--- src/rtl/core/dmsp_pkg.sv ---
// ============================================================================
// dmsp_pkg
// Shared widths, constants and types for the dual motor speed PID block.
// ============================================================================
package dmsp_pkg;

    // Integral accumulator width.
    localparam int SUM_W = 32;

    // Error and derived term widths.
    localparam int ERR_W = 17;
    localparam int DT_W  = ERR_W + 2;
    localparam int PM_W  = 16 + ERR_W;
    localparam int IM_W  = 16 + SUM_W;
    localparam int DM_W  = 16 + DT_W;
    localparam int ACC_W = IM_W + 2;
    localparam int Q_W   = ACC_W - 8;

    // Number of registered stages inside a lane.
    localparam int NSTG = 5;

    // Divide by three through a reciprocal; exact for dividends below 2^17.
    localparam int          DIV3_SHIFT = 18;
    localparam logic [16:0] DIV3_RECIP = 17'd87382;
    localparam int          PROD_W     = 34;

    // Configuration register indexes.
    typedef enum logic [2:0] {
        CFG_GAIN_P      = 3'd0,
        CFG_GAIN_I      = 3'd1,
        CFG_GAIN_D      = 3'd2,
        CFG_DRIVE_LIMIT = 3'd3,
        CFG_GATE_LIMIT  = 3'd4,
        CFG_STOP_BAND   = 3'd5,
        CFG_BRAKE_DELAY = 3'd6
    } cfg_idx_e;

    typedef struct packed {
        logic signed [15:0] gain_p;
        logic signed [15:0] gain_i;
        logic signed [15:0] gain_d;
        logic [14:0]        drive_limit;
        logic signed [16:0] gate_limit;
        logic [14:0]        stop_band;
        logic [15:0]        brake_delay_ms;
    } cfg_t;

    typedef struct packed {
        logic signed [15:0] target_left;
        logic signed [15:0] target_right;
        logic signed [15:0] encoder_left;
        logic signed [15:0] encoder_right;
        logic [31:0]        now_ms;
    } in_item_t;

    typedef struct packed {
        logic signed [15:0] drive_left;
        logic signed [15:0] drive_right;
        logic               moving;
    } out_item_t;

    // Pipeline control shared by the lanes: input transfer and stage loads.
    typedef struct packed {
        logic            accept;
        logic [NSTG-1:0] en;
    } pipe_ctrl_t;

endpackage

--- src/rtl/core/dmsp_merge.sv ---
// ============================================================================
// dmsp_merge
// Pipeline flow control, stop band check and the merged result register.
// ============================================================================
module dmsp_merge (
    input  logic                   clk,
    input  logic                   rst_n,
    input  logic                   in_valid,
    output logic                   in_stall,
    input  logic signed [15:0]     encoder_left,
    input  logic signed [15:0]     encoder_right,
    input  logic [14:0]            stop_band,
    input  logic signed [15:0]     drive_left,
    input  logic signed [15:0]     drive_right,
    output dmsp_pkg::pipe_ctrl_t   ctrl,
    output logic                   out_valid,
    input  logic                   out_stall,
    output dmsp_pkg::out_item_t    out_data
);
    import dmsp_pkg::*;

    logic [NSTG-1:0] vld_reg;
    logic [NSTG-1:0] mov_reg;
    logic            out_valid_reg;
    out_item_t       out_data_reg;
    logic [NSTG-1:0] en;
    logic            en_out;
    logic            accept;
    logic            moving;
    logic signed [16:0] sb_pos, sb_neg, enc_l, enc_r;

    // A stage loads when it is empty or its contents move on.
    always_comb
    begin
        en_out       = !out_valid_reg || !out_stall;
        en[NSTG-1]   = !vld_reg[NSTG-1] || en_out;
        for (int k = NSTG - 2; k >= 0; k--)
        begin
            en[k] = !vld_reg[k] || en[k+1];
        end
        accept      = in_valid && en[0];
        ctrl.accept = accept;
        ctrl.en     = en;
    end

    assign in_stall = !en[0];

    // Moving unless both encoders lie strictly inside the stop band.
    always_comb
    begin
        sb_pos = {2'b00, stop_band};
        sb_neg = -sb_pos;
        enc_l  = {encoder_left[15], encoder_left};
        enc_r  = {encoder_right[15], encoder_right};
        moving = !((enc_l < sb_pos) && (enc_l > sb_neg)
                && (enc_r < sb_pos) && (enc_r > sb_neg));
    end

    // Valid bits per stage and at the output.
    always_ff @(posedge clk or negedge rst_n)
    begin
        if (!rst_n)
        begin
            vld_reg       <= '0;
            out_valid_reg <= 1'b0;
        end
        else
        begin
            if (en[0])
            begin
                vld_reg[0] <= accept;
            end
            for (int k = 1; k < NSTG; k++)
            begin
                if (en[k])
                begin
                    vld_reg[k] <= vld_reg[k-1];
                end
            end
            if (en_out)
            begin
                out_valid_reg <= vld_reg[NSTG-1];
            end
        end
    end

    // Moving flag follows the lanes, then the result register merges all.
    always_ff @(posedge clk)
    begin
        if (en[0])
        begin
            mov_reg[0] <= moving;
        end
        for (int k = 1; k < NSTG; k++)
        begin
            if (en[k])
            begin
                mov_reg[k] <= mov_reg[k-1];
            end
        end
        if (en_out)
        begin
            out_data_reg.drive_left  <= drive_left;
            out_data_reg.drive_right <= drive_right;
            out_data_reg.moving      <= mov_reg[NSTG-1];
        end
    end

    assign out_valid = out_valid_reg;
    assign out_data  = out_data_reg;

endmodule

--- config.mk ---
export PLATFORM = sky130hd
export DESIGN_NAME = dmsp_merge
export DESIGN_NICKNAME = d
export VERILOG_FILES = /design/src/rtl/core/dmsp_pkg.sv /design/src/rtl/core/dmsp_merge.sv
export SDC_FILE = /design/constraint.sdc
export NUM_CORES = 1
export LEC_CHECK = 0
export BUFFER_PORTS_ARGS = -buffer_cell sky130_fd_sc_hd__buf_2
export CAP_MARGIN = 5
export CORE_UTILIZATION = 54
export CTS_BUF_LIST = sky130_fd_sc_hd__clkbuf_8
export DETAILED_ROUTE_END_ITERATION = 8
export PLACE_DENSITY = 0.88
export SYNTH_ARGS = -nofsm -noshare
export SYNTH_HDL_FRONTEND = slang
export SYNTH_SLANG_ARGS = --single-unit
--- constraint.sdc ---
create_clock -name clk -period 3.1 [get_ports clk]
set_clock_uncertainty 0.1 [all_clocks]
set_input_delay 0.155 -clock clk [delete_from_list [all_inputs] [get_ports clk]]
set_output_delay 0.155 -clock clk [all_outputs]
set_load 0.005 [all_outputs]
# ---- Yosys cells after proc, flatten, opt, wreduce, memory -nomap -nowiden
# Cells that the tools add are included.
dict set report word_totals {
  regBits 44
  inputBits 83
  out_inout_bits 41
  elab_cells 38
}
dict set report op_classes {
  addsub 1
  order_cmp 4
  reduce_logical 19
}
# cell n
set ops {}
lappend ops {{16-bit by 17-bit greater-than comparator with 1-bit output} 2}
lappend ops {{16-bit < comparator} 2}
lappend ops {{15-bit negator with 17-bit output} 1}
lappend ops {{1-bit logical NOT} 9}
lappend ops {{1-bit logical OR} 6}
lappend ops {{1-bit logical AND} 4}

# ---- Logic depth before layout (Yosys ltp)
dict set report depth {
  word_depth 8
  mapped_depth 14
  ltp_nobuf 14
}

# ---- Worst setup path before layout
# Ideal clock, no wire load.
dict set report synth_path {
  kind {input to register}
  from {input port stop_band[1]}
  to {register mov_reg[0], data pin}
  setup_time_ns 0.271
  arrival_time_ns 2.528
  required_ns 2.729
  setup_slack_ns 0.201
  stages 13
  n_path_buf 0
  path_cell_list {inv_1 ha_1 nor3b_1 nand3_1 o41ai_1 o21ai_0 ha_1 nand3_1 o2111ai_1 o21ai_0 a41o_1 a211oi_1 o211ai_1}
}
dict set report synth_via {
  elab_chain_len 6
  word_cells_on_any_way 9
}
# element line
set synth_rtl {}
lappend synth_rtl {{start, declared} dmsp_merge.sv:12} ;# input logic [14:0] stop_band,
lappend synth_rtl {{15-bit negator with 17-bit output} dmsp_merge.sv:52} ;# sb_neg = -sb_pos;
lappend synth_rtl {{16-bit by 17-bit greater-than comparator with 1-bit output} dmsp_merge.sv:55} ;# moving = !((enc_l < sb_pos) && (enc_l > sb_neg)
lappend synth_rtl {{1-bit logical AND} dmsp_merge.sv:55}
lappend synth_rtl {{1-bit logical AND} dmsp_merge.sv:56} ;# && (enc_r < sb_pos) && (enc_r > sb_neg));
lappend synth_rtl {{1-bit logical AND *} dmsp_merge.sv:56}
lappend synth_rtl {{1-bit logical NOT *} dmsp_merge.sv:55}
lappend synth_rtl {{named net moving} dmsp_merge.sv:29} ;# logic moving;
lappend synth_rtl {{end signal, assigned} dmsp_merge.sv:92} ;# mov_reg[0] <= moving;
lappend synth_rtl {{end signal, assigned by index} dmsp_merge.sv:98} ;# mov_reg[k] <= mov_reg[k-1];
lappend synth_rtl {{end, declared} dmsp_merge.sv:23} ;# logic [NSTG-1:0] mov_reg;
# The timed path passes the listed nets; every way through them passes the cells marked *.
# A chain may end at the register's enable or synchronous reset.

# ---- Worst setup path after layout
# Same ends and word-level chain as after synthesis.

==> metrics.md <==
| Metric | Value |
|---|---|
| Total track usage | `31.95%` |
| Most frequent cell after synthesis | `ha_1` |
| Iteration-0 DRC Markers | `162` |
| Warning count from the yosys run | `0` |
| Layout Nets | `592` |
| Pwr/cell area | `373.8 mW/mm²` |
| Vias/cell | `5.635` |
| Max FFs per register | `33` |
| Critical Path AT | `2.83 ns` |
| Post-CTS Resized | `0` |
| Unrepaired setup endpoints after global routing | `no` |
| Hold WS | `0.1139 ns` |
| Cell count after synthesis | `281` |
| Post-synthesis sequential area ratio | `41.20%` |
| Layout cells sized above 1 | `32.15%` |
| Final hold vios | `0` |
| Static Leak | `2.093 nW` |
| Die Span X | `78.19 µm` |
| Post-synth EDFFs | `38` |
| Top_reg_cell synth | `edfxtp_1` |
| Vias in the first global route | `3041` |
| Initial antenna violation count | `0` |
| Total wire length | `9.481 mm` |
| CTS sink count | `44` |
| Die Height | `78.19 µm` |
| Detailed Routing Iterations Pass 1 | `5` |
| Synth Cell Area | `0.003134 mm²` |
| Max frequency | `343.9 MHz` |
| RePlAce Congestion | `0.9382` |
| Critical path type | `in -> reg` |
| Largest net degree at the start of global routing | `33` |
| Drt wl/cell | `18.13 µm` |
| Status | `finished clean` |
| Max-cap violations | `0` |
| Worst-margin pin slew | `0.6473 ns` |
| PortBufs | `123` |
| Cts bufs inserted | `5` |
| Clock slew at the register clock pins of the worst setup and hold paths | `0.09 ns` |
| Ant diodes | `0` |
| CP endpoint kind | `flop` |
| Synth Register Bits | `44` |
| Mapped Nets | `423` |
| Initial Util | `56.57%` |
| Die Area | `0.006113 mm²` |
| CP max FO | `3` |
| Top cell type's share of synthesized area | `36.41%` |
| Netlist cell types | `47` |
| Avg Synthesized Cell Area | `11.15 µm²` |
| Clock tree root buffer cell | `clkbuf_8` |
| Clk buf depth | `2` |
| Io pins | `124` |
| First-pass GRT wire length | `14.72 mm` |
| Maximum vdd drop | `0.3418 mV` |
| Async SR Flop Fraction | `13.64%` |
| CTS HTree Levels | `2` |
| Crit path time final | `2.908 ns` |
| Final Slew Violations | `0` |
| Worst-skew pair later-pin latency | `0.30 ns` |
| Final setup fails | `0` |
| FP Rows | `27` |
| Worst EP required | `3.03 ns` |
| Hold Crit Class | `in -> reg` |
| Most frequent cells after synthesis | `ha_1, edfxtp_1, inv_1` |
| Tot Pwr | `1.618 mW` |
| TritonCTS clock tree | `built` |
| Core Area | `0.005540 mm²` |
| Fillers | `376` |
| Final worst path period share | `93.81%` |
| Vias | `2947` |
| Post-synth top area cell | `edfxtp_1` |
| Remaining global-route overflow | `0` |
| Final HPWL from detailed placement | `6.998 mm` |
| Antenna viol nets, final | `0` |
| Main area contributors after synthesis | `edfxtp_1, ha_1, dfrtp_1` |
| Slew margin rel. | `55.73%` |
| Fin util | `78.14%` |
| Area growth, synth to finish | `38.12%` |
| Post-route DRC | `0` |
| Setup crit start kind | `input port` |
==> per-stage QoR <==
stage / cell area, µm² / TNS (ns) / std cells / setup WS, ns
after global placement: 3877 / 0 / 481 / 0.1027
after floorplan: 3134 / 0 / 281 / 0.2015
final: 4329 / 0 / 523 / 0.1919
after CTS: 4329 / 0 / 523 / 0.2493
after global routing: 4329 / 0 / 523 / 0.01375
after detailed placement: 3877 / -0.06775 / 481 / -0.06775
==> per-layer routing <==
metal  global-route usage, %  vias up  part of all wire (%)
met1                   35.94     1378                    39
met3                   5.814       30                   5.0
met2                   58.25      131                    52
met4                   14.63        0                   4.1
li1                        -     1408                     -
met5                       0        -                     0
==> layout make-up <==
type	instances	area, µm²	share of cell area (%)
inverters	27	101.3	2.341
multi-input cells	209	1734	40.06
clock inverters	3	42.54	0.9827
clock buffers	5	68.82	1.590
repair buffers	163	1001	23.12
well taps	72	90.09	2.081
flip-flops and latches	44	1291	29.83
==> timing repair <==
action,in CTS,in global routing
endpoints found under the hold margin,39,0
setup buffers,0,0
hold buffers,34,0
==> cell usage in the layout (no fill, tap or decap), types with 2 or more instances in the layout <==
cell type | netlist | routed
buf_2 | 0 | 123
ha_1 | 59 | 59
edfxtp_1 | 38 | 38
dlygate4sd3_1 | 0 | 34
inv_1 | 27 | 27
nor2_1 | 15 | 15
o21ai_0 | 13 | 13
nand2_1 | 11 | 11
nand3_1 | 10 | 10
a21oi_1 | 9 | 9
nand2b_1 | 9 | 9
xnor2_1 | 8 | 8
nor3_1 | 8 | 8
a21o_1 | 8 | 8
dfrtp_1 | 6 | 6
buf_4 | 1 | 6
clkbuf_8 | 0 | 5
nor4_1 | 4 | 4
nand4_1 | 4 | 4
o31ai_1 | 4 | 4
a211oi_1 | 4 | 4
nor2b_1 | 3 | 3
o21a_1 | 3 | 3
o211ai_1 | 3 | 3
a31oi_1 | 3 | 3
o2111ai_1 | 3 | 3
and3_1 | 2 | 2
xor2_1 | 2 | 2
o22ai_1 | 2 | 2
a2111oi_0 | 2 | 2
==> path summary, 6_finish.rpt <==
path / from / endpoint / slack, ns / cells past startpoint
worst max-delay path: stop_band[1] / mov_reg[0] / 0.19 / 15
worst max register to register: out_valid / mov_reg[0] / 1.62 / 3
worst min-delay path: out_stall / out_data[0] / 0.11 / 2
worst min register to register: mov_reg[0] / mov_reg[1] / 0.33 / 0
min in group asynchronous: rst_n / vld_reg[2] / 0.12 / 2
max in group asynchronous: rst_n / vld_reg[0] / 2.59 / 2
==> critical path: stages <==
cell and delay (ns):
buf_2 0.11, inv_1 0.09, ha_1 0.16, nor3b_1 0.20
buf_4 0.17, nand3_1 0.12, o41ai_1 0.26, o21ai_0 0.22
ha_1 0.35, nand3_1 0.11, o2111ai_1 0.20, o21ai_0 0.13
a41o_1 0.23, a211oi_1 0.21, o211ai_1 0.12
==> kinds of logic (layout without fill, tap and decap cells) <==
group,Yosys count,in the layout,share of synthesized area [%]
xor+xnor,12,12,4.391
flops,44,44,41.20
compound gates,62,62,13.69
fa+ha+maj,60,60,23.87
simple gates,75,75,13.37
buf+inv,28,198,3.473
==> where the power goes <==
group          switching [mW]  internal [mW]
combinational           0.231          0.208
clock                   0.211          0.239
sequential             0.0206          0.708
total                   0.463           1.16
Note: power is estimated with default switching activity, not from simulation.
