--- config.mk ---
export PLATFORM = sky130hd
export DESIGN_NAME = dmsp_lane
export DESIGN_NICKNAME = d
export VERILOG_FILES = /design/src/rtl/core/dmsp_pkg.sv /design/src/rtl/core/dmsp_lane.sv
export SDC_FILE = /design/constraint.sdc
export NUM_CORES = 2
export LEC_CHECK = 0
export ABC_AREA = 1
export BUFFER_PORTS_ARGS = -buffer_cell sky130_fd_sc_hd__buf_2
export CORE_MARGIN = 8
export CORE_UTILIZATION = 65
export DETAILED_ROUTE_END_ITERATION = 10
export PLACE_DENSITY = 0.94
export SLEW_MARGIN = 20
export SYNTH_ARGS = -nofsm -noshare
export SYNTH_HDL_FRONTEND = slang
export SYNTH_SLANG_ARGS = --single-unit
--- constraint.sdc ---
create_clock -name clk -period 9.4 [get_ports clk]
set_input_delay 0.47 -clock clk [delete_from_list [all_inputs] [get_ports clk]]
set_output_delay 0.47 -clock clk [all_outputs]
set_load 0.01 [all_outputs]
--- src/rtl/core/dmsp_pkg.sv ---
// ============================================================================
// dmsp_pkg
// Shared widths, constants and types for the dual motor speed PID block.
// ============================================================================
package dmsp_pkg;

    // Integral accumulator width.
    localparam int SUM_W = 32;

    // Error and derived term widths.
    localparam int ERR_W = 17;
    localparam int DT_W  = ERR_W + 2;
    localparam int PM_W  = 16 + ERR_W;
    localparam int IM_W  = 16 + SUM_W;
    localparam int DM_W  = 16 + DT_W;
    localparam int ACC_W = IM_W + 2;
    localparam int Q_W   = ACC_W - 8;

    // Number of registered stages inside a lane.
    localparam int NSTG = 5;

    // Divide by three through a reciprocal; exact for dividends below 2^17.
    localparam int          DIV3_SHIFT = 18;
    localparam logic [16:0] DIV3_RECIP = 17'd87382;
    localparam int          PROD_W     = 34;

    // Configuration register indexes.
    typedef enum logic [2:0] {
        CFG_GAIN_P      = 3'd0,
        CFG_GAIN_I      = 3'd1,
        CFG_GAIN_D      = 3'd2,
        CFG_DRIVE_LIMIT = 3'd3,
        CFG_GATE_LIMIT  = 3'd4,
        CFG_STOP_BAND   = 3'd5,
        CFG_BRAKE_DELAY = 3'd6
    } cfg_idx_e;

    typedef struct packed {
        logic signed [15:0] gain_p;
        logic signed [15:0] gain_i;
        logic signed [15:0] gain_d;
        logic [14:0]        drive_limit;
        logic signed [16:0] gate_limit;
        logic [14:0]        stop_band;
        logic [15:0]        brake_delay_ms;
    } cfg_t;

    typedef struct packed {
        logic signed [15:0] target_left;
        logic signed [15:0] target_right;
        logic signed [15:0] encoder_left;
        logic signed [15:0] encoder_right;
        logic [31:0]        now_ms;
    } in_item_t;

    typedef struct packed {
        logic signed [15:0] drive_left;
        logic signed [15:0] drive_right;
        logic               moving;
    } out_item_t;

    // Pipeline control shared by the lanes: input transfer and stage loads.
    typedef struct packed {
        logic            accept;
        logic [NSTG-1:0] en;
    } pipe_ctrl_t;

endpackage

--- src/rtl/core/dmsp_lane.sv ---
// ============================================================================
// dmsp_lane
// One motor's speed PID: state update, products, sum, clamp and brake.
// ============================================================================
module dmsp_lane (
    input  logic                   clk,
    input  logic                   rst_n,
    input  dmsp_pkg::pipe_ctrl_t   ctrl,
    input  dmsp_pkg::cfg_t         cfg,
    input  logic signed [15:0]     target,
    input  logic signed [15:0]     encoder,
    input  logic [31:0]            now_ms,
    output logic signed [15:0]     drive
);
    import dmsp_pkg::*;

    // Controller state.
    logic signed [ERR_W-1:0] err_now_reg, err_prev_reg;
    logic signed [SUM_W-1:0] err_sum_reg;
    logic signed [15:0]      last_target_reg;
    logic [31:0]             stop_time_reg;

    logic signed [ERR_W-1:0] err_now_next;
    logic signed [SUM_W-1:0] err_sum_next;
    logic [31:0]             stop_time_next;
    logic signed [SUM_W:0]   sum_wide;
    logic signed [DT_W-1:0]  dterm;
    logic                    gate;
    logic                    brake;
    logic                    target_zero;

    // Stage registers.
    logic signed [ERR_W-1:0] s1_err_reg;
    logic signed [SUM_W-1:0] s1_sum_reg;
    logic signed [DT_W-1:0]  s1_dt_reg;
    logic                    s1_gate_reg, s1_brk_reg;

    logic signed [PM_W-1:0]  s2_pm_reg;
    logic signed [IM_W-1:0]  s2_im_reg;
    logic signed [DM_W-1:0]  s2_dm_reg;
    logic                    s2_gate_reg, s2_brk_reg;

    logic signed [Q_W-1:0]   s3_q_reg;
    logic                    s3_brk_reg;

    logic signed [15:0]      s4_drive_reg;
    logic                    s4_brk_reg;

    logic signed [15:0]      s5_drive_reg;
    logic [PROD_W-1:0]       s5_prod_reg;
    logic                    s5_neg_reg, s5_brk_reg;

    logic signed [ACC_W-1:0] acc;
    logic signed [ACC_W-1:0] gated;
    logic signed [Q_W-1:0]   lim_pos, lim_neg;
    logic signed [15:0]      clamped;
    logic [15:0]             mag;
    logic [16:0]             dbl;
    logic [15:0]             third;

    // Error, saturating integral, second difference, gate and brake test.
    always_comb
    begin
        err_now_next = {target[15], target} - {encoder[15], encoder};
        sum_wide     = {err_sum_reg[SUM_W-1], err_sum_reg}
                     + {{(SUM_W+1-ERR_W){err_now_next[ERR_W-1]}}, err_now_next};
        if (sum_wide[SUM_W] != sum_wide[SUM_W-1])
        begin
            err_sum_next = sum_wide[SUM_W] ? {1'b1, {(SUM_W-1){1'b0}}}
                                           : {1'b0, {(SUM_W-1){1'b1}}};
        end
        else
        begin
            err_sum_next = sum_wide[SUM_W-1:0];
        end
        dterm = {{2{err_now_next[ERR_W-1]}}, err_now_next}
              - {err_now_reg[ERR_W-1], err_now_reg, 1'b0}
              + {{2{err_prev_reg[ERR_W-1]}}, err_prev_reg};
        gate        = err_now_next < cfg.gate_limit;
        target_zero = target == 16'sd0;
        stop_time_next = (last_target_reg != 16'sd0 && target_zero) ? now_ms
                                                                     : stop_time_reg;
        brake = target_zero && ((now_ms - stop_time_next) > {16'd0, cfg.brake_delay_ms});
    end

    // State moves only on an input transfer.
    always_ff @(posedge clk or negedge rst_n)
    begin
        if (!rst_n)
        begin
            err_now_reg     <= '0;
            err_prev_reg    <= '0;
            err_sum_reg     <= '0;
            last_target_reg <= '0;
            stop_time_reg   <= '0;
        end
        else if (ctrl.accept)
        begin
            err_prev_reg    <= err_now_reg;
            err_now_reg     <= err_now_next;
            err_sum_reg     <= err_sum_next;
            last_target_reg <= target;
            stop_time_reg   <= stop_time_next;
        end
    end

    // Stage one: operands for the products.
    always_ff @(posedge clk)
    begin
        if (ctrl.en[0])
        begin
            s1_err_reg  <= err_now_next;
            s1_sum_reg  <= err_sum_next;
            s1_dt_reg   <= dterm;
            s1_gate_reg <= gate;
            s1_brk_reg  <= brake;
        end
    end

    // Stage two: the three gain products.
    always_ff @(posedge clk)
    begin
        if (ctrl.en[1])
        begin
            s2_pm_reg   <= PM_W'(cfg.gain_p * s1_err_reg);
            s2_im_reg   <= IM_W'(cfg.gain_i * s1_sum_reg);
            s2_dm_reg   <= DM_W'(cfg.gain_d * s1_dt_reg);
            s2_gate_reg <= s1_gate_reg;
            s2_brk_reg  <= s1_brk_reg;
        end
    end

    // Stage three: PID sum, then floor division by 256.
    always_comb
    begin
        gated = s2_gate_reg ? (ACC_W'(s2_im_reg) + ACC_W'(s2_dm_reg)) : '0;
        acc   = ACC_W'(s2_pm_reg) + gated;
    end

    always_ff @(posedge clk)
    begin
        if (ctrl.en[2])
        begin
            s3_q_reg   <= acc[ACC_W-1:8];
            s3_brk_reg <= s2_brk_reg;
        end
    end

    // Stage four: clamp to the drive limit.
    always_comb
    begin
        lim_pos = {{(Q_W-15){1'b0}}, cfg.drive_limit};
        lim_neg = -lim_pos;
        if (s3_q_reg > lim_pos)
        begin
            clamped = lim_pos[15:0];
        end
        else if (s3_q_reg < lim_neg)
        begin
            clamped = lim_neg[15:0];
        end
        else
        begin
            clamped = s3_q_reg[15:0];
        end
    end

    always_ff @(posedge clk)
    begin
        if (ctrl.en[3])
        begin
            s4_drive_reg <= clamped;
            s4_brk_reg   <= s3_brk_reg;
        end
    end

    // Stage five: two thirds of the magnitude by reciprocal multiply.
    always_comb
    begin
        mag = s4_drive_reg[15] ? 16'(-s4_drive_reg) : s4_drive_reg;
        dbl = {mag, 1'b0};
    end

    always_ff @(posedge clk)
    begin
        if (ctrl.en[4])
        begin
            s5_prod_reg  <= PROD_W'(dbl) * PROD_W'(DIV3_RECIP);
            s5_neg_reg   <= s4_drive_reg[15];
            s5_drive_reg <= s4_drive_reg;
            s5_brk_reg   <= s4_brk_reg;
        end
    end

    // When braking, restore the sign, truncating toward zero; else pass the clamped drive.
    always_comb
    begin
        third = s5_prod_reg[DIV3_SHIFT+15:DIV3_SHIFT];
        if (s5_brk_reg)
        begin
            drive = s5_neg_reg ? 16'(-third) : third;
        end
        else
        begin
            drive = s5_drive_reg;
        end
    end

endmodule

Yosys cells after proc, flatten, opt, wreduce, memory -nomap -nowiden
Index checks and enable logic that the tools add are counted.

word-level totals
  register bits after elaboration = 412
  bits in latches = 0
  bits in writable memories = 0
  ROM bits = 0
  input port bits = 183
  output and inout bits = 16
  memories = 0

operators by class
  add/sub/neg operators = 10
  $mul = 4
  div/mod/pow operators = 0
  $lt $le $gt $ge = 4
  eq/ne operators = 1
  shift operators = 0
  multiplexer cells = 9
  bitwise operators = 0
  reduce and logical (&&, ||, !) cells = 4

operators with widths
  cell                      number
  $mux W32                  3
  $mux W16                  4
  $add A33 B50 Y50          1
  $mux W50                  1
  $add A48 B35 Y49          1
  $mul A16 B32 Y48          1
  $gt A42 B16 Y1            1
  $lt A42 B42 Y1            1
  $neg A15 Y42              1
  $mul A16 B19 Y35          1
  $add A32 B17 Y33          1
  $mul A16 B17 Y33          1
  $gt A32 B16 Y1            1
  $mul A16 B16 Y32 const B  1
  $neg A16 Y16              2
  $sub A32 B32 Y32          1
  $add A19 B19 Y19          1
  $sub A17 B18 Y19          1
  $lt A17 B17 Y1            1
  $sub A16 B16 Y17          1
  $logic_not A16 Y1         1
  $reduce_bool A16 Y1       1
  $mux W15                  1
  $logic_and A1 B1 Y1       2
  $ne A1 B1 Y1              1

Longest topological paths before layout
  depth in word-level cells = 6
  depth in mapped cells = 31
  depth with buffers taken out = 31

Least setup slack after synthesis
Ideal clock, no wire load.

  path kind = reg2reg
  start point = reg s4_drive_reg[0]
  end point = reg s5_prod_reg[28] (data pin)
  library setup time = 0.258 ns
  data arrival time = 6.006 ns
  data required time = 9.142 ns
  path slack = 3.136 ns
  cell stages (with the launch flop) = 29
  buffers on the path = 0
  period minus slack after synthesis = 6.264 ns
  cell sequence = edfxtp_1 -> nor3_1 -> inv_1 -> nor3_1 -> nand2_1 -> nor3_1 -> nand2_1 -> nor4_1 -> ha_1 -> ha_1 -> inv_1 -> fa_1 -> inv_1 -> fa_1 -> fa_1 -> inv_1 -> fa_1 -> inv_1 -> ha_1 -> nand2_1 -> nor2_1 -> inv_1 -> nor2_1 -> inv_1 -> nor2_1 -> nor2_1 -> nand2_1 -> a21oi_1 -> xnor2_1

on the way
  longest elaborated chain between the ends = 3

RTL lines
  what                    RTL line          text
  from (decl)             dmsp_lane.sv:46   logic signed [15:0] s4_drive_reg;
  from (signal assigned)  dmsp_lane.sv:172  s4_drive_reg <= clamped;
  $neg A16 Y16            dmsp_lane.sv:180  mag = s4_drive_reg[15] ? 16'(-s4_drive_reg) : s4_drive_reg;
  $mux W16 (*)            dmsp_lane.sv:180
  $mul A16 B16 Y32 (*)    dmsp_lane.sv:188  s5_prod_reg <= PROD_W'(dbl) * PROD_W'(DIV3_RECIP);
  to (signal assigned)    dmsp_lane.sv:188
  to (decl)               dmsp_lane.sv:50   logic [PROD_W-1:0] s5_prod_reg;

Every way passes the cells marked *; elsewhere a longest branch is shown, timed or not.
A chain may end at the register's enable or synchronous reset.

Worst setup path in the final report
  start point = reg s4_drive_reg[0]
  end point = reg s5_prod_reg[33] (data pin)

Same word-level chain as after synthesis.

==> results.json <==
{
  "synth_edf_count": 281,
  "clockRootBuffer": "clkbuf_16",
  "cp-start-kind": "flip-flop",
  "drv_cap": 0,
  "path_class": "reg2reg",
  "finalHoldViolations": 0,
  "fillers": 8495,
  "crit_fanout": 8,
  "rsz0062_at_grt": "no",
  "critPathCaptureType": "flip-flop",
  "hpwl_um": 177600,
  "hold_class": "in2reg",
  "start_util_pct": 65.64,
  "hold_depth": 3,
  "area_growth_pct": 4.590,
  "postCtsSetupBuffers": 0,
  "cp-startpoint": "s4_drive_reg[0]",
  "setup_viol": 0,
  "wire_per_inst_um": 19.89,
  "syn_inst": 9537,
  "async_flop_share_pct": 28.86,
  "grt_pass1_vias": 69350,
  "grt_usage_pct": 34.71,
  "die_h_um": 356.0,
  "r2r_end": "s5_prod_reg[33]",
  "clk_pin_slew_ns": 0.07,
  "synth.area.top_cells": "fa_1 (31%), inv_1 (12%), ha_1 (12%)",
  "regToRegSetupSlack_ns": 2.01,
  "cts_sinks": 395,
  "required_ns": 9.77,
  "via_per_inst": 5.815,
  "synth_area_um2": 75160,
  "drt_wl_total_um": 220300,
  "min_to": "last_target_reg[9]",
  "antenna_found_initial": 19,
  "setup_tns_ns": 0,
  "synth_fp_nets": 11590,
  "synth_seq_area_share_pct": 15.02,
  "synth_area_leader_cell": "fa_1",
  "core.rowCount": 124,
  "drv_slew": 0,
  "hp-start": "target[9]",
  "cts_max_path_buffers": 3,
  "critPathArrivalTime_ns": 7.76,
  "drtIter0Drc": 6390,
  "worst-slew-pin-transition_ns": 1.120,
  "outcome": "finished clean",
  "period_minus_slack_ns": 7.386,
  "cts_tree": "yes",
  "route.detailed.drc": 0,
  "cts_inserted_buffers": 46,
  "grt_first_pass_wirelength_um": 350600,
  "design.core.area_um2": 114500,
  "port_buffers": 183,
  "skew_ns": 0.04310,
  "drive_above_1_share_pct": 3.864,
  "largest_reg_flops": 48,
  "io_pins": 199,
  "reg2reg_depth": 25,
  "yosysWarningCount": 0,
  "drt.antenna.violating_nets": 0,
  "avgSynthCellArea_um2": 7.880,
  "layout.nets": 11560,
  "die_w_um": 356.0,
  "drt_first_pass_iters": 9,
  "synth.distinct_cells": 60,
  "relSlewSlack_pct": 25.33,
  "fmax_ghz": 0.1354,
  "ys_ff_latch": 395,
  "h-tree-depth": 2,
  "gp_congestion": 0.9964,
  "synthFlopType": "edfxtp_1",
  "grt_overflow": 0,
  "clk_latency_ns": 0.67,
  "num_vias": 64390,
  "fin_crit_sh_pct": 78.57,
  "timing.rr.start": "s4_drive_reg[0]",
  "grt_max_degree": 88,
  "die-area_um2": 126800,
  "yosys.area.top_type_share_pct": 31.14
}
final cells by class:
| class | instances | area, um2 | share of cell area, % |
|---|---|---|---|
| diodes | 12 | 30.03 | 0.03820 |
| flip-flops and latches | 395 | 11290 | 14.36 |
| inverters | 2403 | 9022 | 11.48 |
| clock inverters | 34 | 360.3 | 0.4584 |
| clock buffers | 51 | 1191 | 1.515 |
| multi-input cells | 6462 | 53740 | 68.36 |
| well taps | 1512 | 1892 | 2.407 |
| repair buffers | 204 | 1081 | 1.375 |
cells in the mapped netlist, types with 6 or more instances:
cell type / count
nand3_1: 203
o31ai_1: 6
xor2_1: 210
dfrtp_1: 114
xnor2_1: 96
buf_1: 13
nand2_4: 20
a31oi_1: 30
buf_2: 6
nand2_2: 22
or2_2: 26
fa_1: 1169
nand3b_1: 11
o21bai_1: 29
inv_1: 2397
a21o_1: 46
edfxtp_1: 281
o2111ai_1: 7
o21ai_1: 14
clkbuf_1: 252
o21ai_0: 393
o211ai_1: 19
o21a_1: 23
nor4_1: 28
and2_1: 7
a21boi_0: 14
a211oi_1: 13
nor2_1: 502
nand2_1: 2274
ha_1: 697
nor3_1: 70
nand4_1: 49
a21oi_1: 444
metrics by stage:
| stage | hold slack [ns] | setup WS, ns | instance area, um2 | std cells | utilization (%) |
|---|---|---|---|---|---|
| finish | 0.04108 | 2.014 | 78610 | 11070 | 68.65 |
| global placement | 0.4234 | 2.406 | 77010 | 10980 | 67.26 |
| global route | 0.05679 | 1.466 | 78590 | 11070 | 68.64 |
| detailed placement | 0.4220 | 2.196 | 77010 | 10980 | 67.26 |
| CTS | 0.02373 | 2.170 | 78570 | 11060 | 68.62 |
| floorplan | 0.1744 | 3.136 | 75160 | 9537 | - |
repair_timing:
| item | 4_1_cts | 5_1_grt |
|---|---|---|
| endpoints found under the hold margin | 45 | 0 |
| hold buffers | 1 | 0 |
| setup endpoints to repair | 0 | 0 |
| gates resized for setup | 0 | 0 |
per-layer routing:
layer / vias up / wire length (um) / GRT usage, %
li1: 28730 / - / -
met1: 30530 / 77960 / 40.70
met2: 3833 / 103100 / 58.37
met3: 1290 / 22160 / 7.391
met4: 12 / 17020 / 21.42
met5: - / 78 / 0
cell usage in the layout, fill, tap and decap left out, drive strengths merged, types with 14 or more instances in the layout:
cell and n:
inv 2413, nand2 2317, fa 1169, ha 697, nor2 504, a21oi 445, o21ai 407, edfxtp 281
xor2 210, nand3 205, buf 203, dfrtp 114, xnor2 96, nor3 73, nand4 51, clkbuf 51
a21o 46, a31oi 30, o21bai 29, nor4 28, or2 26, o21a 23, o211ai 19, clkinv 16
a21boi 14
worst max-delay path by stage:
stage / end / cells after the start
floorplan: s5_prod_reg[28] / 28
global placement: s5_prod_reg[29] / 26
detailed placement: s5_prod_reg[29] / 26
CTS: s5_prod_reg[29] / 26
global route: s5_prod_reg[33] / 27
finish: s5_prod_reg[33] / 25
cells by family (layout without fill, tap and decap cells):
| family | after synthesis | count (layout) | synth area share (%) |
|---|---|---|---|
| flip-flops | 395 | 395 | 15.02 |
| AND/OR/NAND/NOR | 3233 | 3233 | 17.45 |
| multiplexers | 1 | 1 | 0.01498 |
| buffers and inverters | 2680 | 2692 | 13.48 |
| XOR/XNOR | 306 | 306 | 3.566 |
| other | 0 | 12 | 0 |
| adder cells (fa/ha/maj) | 1866 | 1866 | 42.74 |
| AO/OA/AOI/OAI | 1056 | 1056 | 7.721 |
critical path, stage by stage, from the launching register on:
cell and delay (ns):
edfxtp_1 0.55, inv_1 0.11, ha_1 0.14, inv_1 0.05, nor3_1 0.18, nor3b_1 0.20, inv_1 0.10, o41ai_2 0.34
o21ai_0 0.19, xnor2_1 0.62, inv_1 0.29, ha_1 0.43, ha_1 0.31, inv_1 0.06, fa_1 0.50, inv_1 0.06
fa_1 0.48, fa_1 0.57, fa_1 0.42, ha_1 0.38, a21oi_1 0.12, o21ai_0 0.35, a21oi_1 0.16, o21ai_0 0.23
a21oi_1 0.08, xor2_1 0.18
Power is left out: the tool's default activity adds up to more than one toggle a clock period on the data nets, which glitch-free logic cannot reach.
